<file path="src/rtl/call_stack_profiler_macros.svh">
// ----------------------------------------------------------------------------
// Assertion macros for the call stack profiler
// Concurrent checks that vanish when SYNTH is defined.
// ----------------------------------------------------------------------------
`ifndef CALL_STACK_PROFILER_MACROS_SVH
`define CALL_STACK_PROFILER_MACROS_SVH

`ifndef SYNTH
`define CSP_ASSERT_IMP(label, clk, rstn, ante, cons, msg) \
    label: assert property (@(posedge clk) disable iff (!(rstn)) (ante) |-> (cons)) \
        else $error(msg);
`define CSP_ASSERT_NXT(label, clk, rstn, ante, cons, msg) \
    label: assert property (@(posedge clk) disable iff (!(rstn)) (ante) |=> (cons)) \
        else $error(msg);
`else
`define CSP_ASSERT_IMP(label, clk, rstn, ante, cons, msg)
`define CSP_ASSERT_NXT(label, clk, rstn, ante, cons, msg)
`endif

`endif

</file>
<file path="src/rtl/csp_ram.sv">
// ----------------------------------------------------------------------------
// csp_ram
// Simple dual-port memory: one write port, one read port with registered data.
// ----------------------------------------------------------------------------
module csp_ram #(
    parameter int WIDTH = 8,
    parameter int DEPTH = 2
) (
    input  logic                     aclk,
    input  logic                     we,
    input  logic [$clog2(DEPTH)-1:0] waddr,
    input  logic [WIDTH-1:0]         wdata,
    input  logic [$clog2(DEPTH)-1:0] raddr,
    output logic [WIDTH-1:0]         rdata
);

    logic [WIDTH-1:0] mem [DEPTH];

    always_ff @(posedge aclk) begin
        if (we) begin
            mem[waddr] <= wdata;
        end
        rdata <= mem[raddr];
    end

endmodule
</file>
<file path="config.mk">
export PLATFORM = sky130hd
export DESIGN_NAME = csp_ram
export DESIGN_NICKNAME = d
export VERILOG_FILES = /design/src/rtl/call_stack_profiler_macros.svh /design/src/rtl/csp_ram.sv
export SDC_FILE = /design/constraint.sdc
export NUM_CORES = 1
export LEC_CHECK = 0
export BUFFER_PORTS_ARGS = -buffer_cell sky130_fd_sc_hd__buf_4
export CAP_MARGIN = 0
export CORE_MARGIN = 10
export CORE_UTILIZATION = 56
export CTS_BUF_LIST = sky130_fd_sc_hd__clkbuf_4
export CTS_CLUSTER_DIAMETER = 100
export DETAILED_ROUTE_END_ITERATION = 8
export HOLD_SLACK_MARGIN = 0.05
export PLACE_DENSITY_LB_ADDON = 0.05
export SLEW_MARGIN = 40
export SYNTH_ARGS = -nofsm -noshare
export SYNTH_HDL_FRONTEND = slang
export SYNTH_SLANG_ARGS = --single-unit
export TNS_END_PERCENT = 1
</file>
<file path="constraint.sdc">
create_clock -name aclk -period 2.5 [get_ports aclk]
set_input_delay 0.25 -clock aclk [delete_from_list [all_inputs] [get_ports aclk]]
set_output_delay 0.25 -clock aclk [all_outputs]
set_load 0.01 [all_outputs]
</file>
==> impl_metrics.py <==
metrics = {
    "global_route": {
        "grt_max_degree": 14,
        "antenna_found_initial": 0,
        "grt_pass1_vias": 389,
        "overflow": 0,
        "grt_usage_pct": 6.72,
        "grt_first_pass_wirelength_um": 1730,
    },
    "critical_path": {
        "rr_endpoint": "rdata[5]",
        "critPathKind": "register to output pin",
        "startpoint_type": "register",
        "critical_path.cell_chain": "buf_4",
        "critPathSlowestCell": "dfxtp_1",
        "worstPathRequired_ns": 2.25,
        "path_depth": 1,
        "end_kind": "output pin",
        "cp_top_family": "flip-flops",
        "startpoint": "rdata[1]",
        "slowest_delay_ns": 0.33,
        "reg2reg_slack_ns": 1.75,
        "crit_path_end": "rdata[1]",
        "r2r_start": "mem[0][5]",
        "crit_arrival_ns": 0.76,
        "crit_buf_inv": 1,
        "reg2reg_depth": 1,
        "cp_max_fo": 1,
    },
    "die": {
        "die_area_um2": 3300,
        "ios": 20,
        "core_area_um2": 1320,
        "start_util_pct": 59.5,
        "fp.dieH_um": 57.4,
        "rows": 13,
        "die_x_um": 57.4,
    },
    "drt": {
        "postRouteWirelength_um": 1070,
        "drtPass1Iterations": 2,
        "wl_per_cell_um": 14.8,
        "drc": 0,
        "drt-initial-drc-count": 3,
        "dr_total_vias": 345,
        "ant_nets": 0,
        "via_per_inst": 4.79,
    },
    "logic_synthesis": {
        "syn_area_per_cell_um2": 22.4,
        "synth_area_leaders": "edfxtp_1 (61%), dfxtp_1 (20%), mux2_4 (15%)",
        "synth_mux_area_share_pct": 15.3,
        "synth_top_area_share_pct": 61.2,
        "synth_top_family_by_area": "multiplexers",
        "ys_ff_latch": 24,
        "synth_fa_ha_area_share_pct": 0,
        "netlist_instances": 35,
        "synthXorXnorAreaFrac_pct": 0,
        "ys_warn_count": 0,
        "synth-compound-area-share_pct": 0,
        "syn_area_um2": 785,
        "synth_top_area_cell": "edfxtp_1",
        "yosysSeqAreaShare_pct": 81.7,
        "synthDistinctLibCells": 6,
        "syn_nets": 47,
        "yosys.area_share.simple_pct": 1.59,
    },
    "pwr": {
        "p_total_uw": 691,
        "seqPwrFrac_pct": 66.7,
        "clock_power_share_pct": 23.4,
        "cellPowerDensity_nw_per_um2": 720,
        "p_sw_uw": 136,
        "p_leak_nw": 0.395,
        "internal-power_uw": 555,
        "irDropWorstVdd_uv": 490,
        "swShare_pct": 19.7,
        "pwr-share-comb_pct": 9.8,
    },
    "clock_network": {
        "cts.path.max_buffers": 2,
        "cts_tree": "done",
        "cts-buffers-inserted": 3,
        "clkTransAtPathRegs_ns": 0.12,
        "hold_buffers": 0,
        "htreeDepth": 1,
        "post_cts_resized": 0,
        "post-cts-setup-buffers": 0,
        "cts.sinks": 24,
        "clk_latency_ns": 0.30,
        "root_buffer": "clkbuf_4",
    },
    "timing": {
        "period_needed_ns": 1.01,
        "rsz0062_at_grt": "false",
        "timing.fmax_mhz": 986,
        "skew_ns": 0.00360,
        "setup_tns_ns": 0,
        "hold_ws_ns": 0.122,
        "tightest_slew_ns": 0.651,
        "finalCritPeriodShare_pct": 40.6,
        "worst_slack_ns": 1.49,
        "max_slew_margin_pct": 56.5,
        "drv_slew": 0,
        "hold_viol_final": 0,
        "setup_viol": 0,
    },
    "place": {
        "pre_cts_ws_ns": 1.23,
        "placed_area_um2": 935,
        "globalplace.congestion": 0.617,
        "portBuffers": 19,
    },
    "worst_hold_path": {
        "hp-class": "input port to register",
    },
    "status": {
        "status": "completed",
    },
    "cells_and_area": {
        "post-route-cell-area_um2": 961,
        "area_growth_pct": 22.5,
        "fin_nets": 70,
        "diodes": 0,
        "layout-drive-gt1-share_pct": 52.6,
    },
    "job": {
        "maxCapViolations": 0,
    },
}
Yosys cell counts:
cell type,count
nor2b_1,1
edfxtp_1,16
mux2_4,8
buf_6,1
dfxtp_1,8
and2_1,1
area by class of cell:
cell class | count | area (um2)
clock buffer | 3 | 22.5
tap | 15 | 18.8
sequential | 24 | 641
multi-input combinational | 10 | 133
timing repair buffer | 19 | 143
clock inverter | 1 | 3.75
fill | 77 | 357
routing by layer:
layer / global-route usage [%] / share of wire, % / up-vias
li1: - / - / 173
met1: 6.77 / 43 / 158
met3: 4.20 / 7.8 / 0
met2: 11.2 / 49 / 14
met5: 0 / 0 / -
met4: 2.01 / 0 / 0
power by group through the flow:
stage	logic [mW]	clock network (mW)	registers, mW
final	0.0679	0.162	0.462
after global routing	0.0730	0.189	0.463
after CTS	0.0695	0.168	0.462
after detailed placement	0.0695	0	0.471
after global placement	0.0678	0	0.470
after floorplan	0.0273	0	0.476
worst min path at each step:
stage	startpoint	end	cells past startpoint	slack, ns
global route	wdata[1]	mem[1][1]	1	0.1
CTS	wdata[5]	mem[1][5]	1	0.11
finish	wdata[5]	mem[0][5]	1	0.12
floorplan	wdata[0]	mem[0][0]	0	0.35
detailed placement	wdata[5]	mem[0][5]	1	0.44
global placement	wdata[1]	mem[0][1]	1	0.44
registers in the layout (all words and copies together) (netlist names):
register and cells:
rdata 8, mem 16
cells by family after synthesis:
family	count (synthesis)
buffers and inverters	1
and+or+nand+nor	2
muxes	8
DFF	24
through the flow:
stage,util [%],instances
4_1_cts,72.9,72
2_1_floorplan,-,35
3_5_place_dp,70.9,68
5_1_grt,72.9,72
3_3_place_gp,70.9,68
6_report,72.9,72
layout by cell type, fill, tap and decap left out:
cell type / n
buf_4: 19
mux2_4: 8
and2_1: 1
edfxtp_1: 16
clkbuf_4: 3
clkinv_1: 1
nor2b_1: 1
dfxtp_1: 8
(Power assumes the default switching activity.)
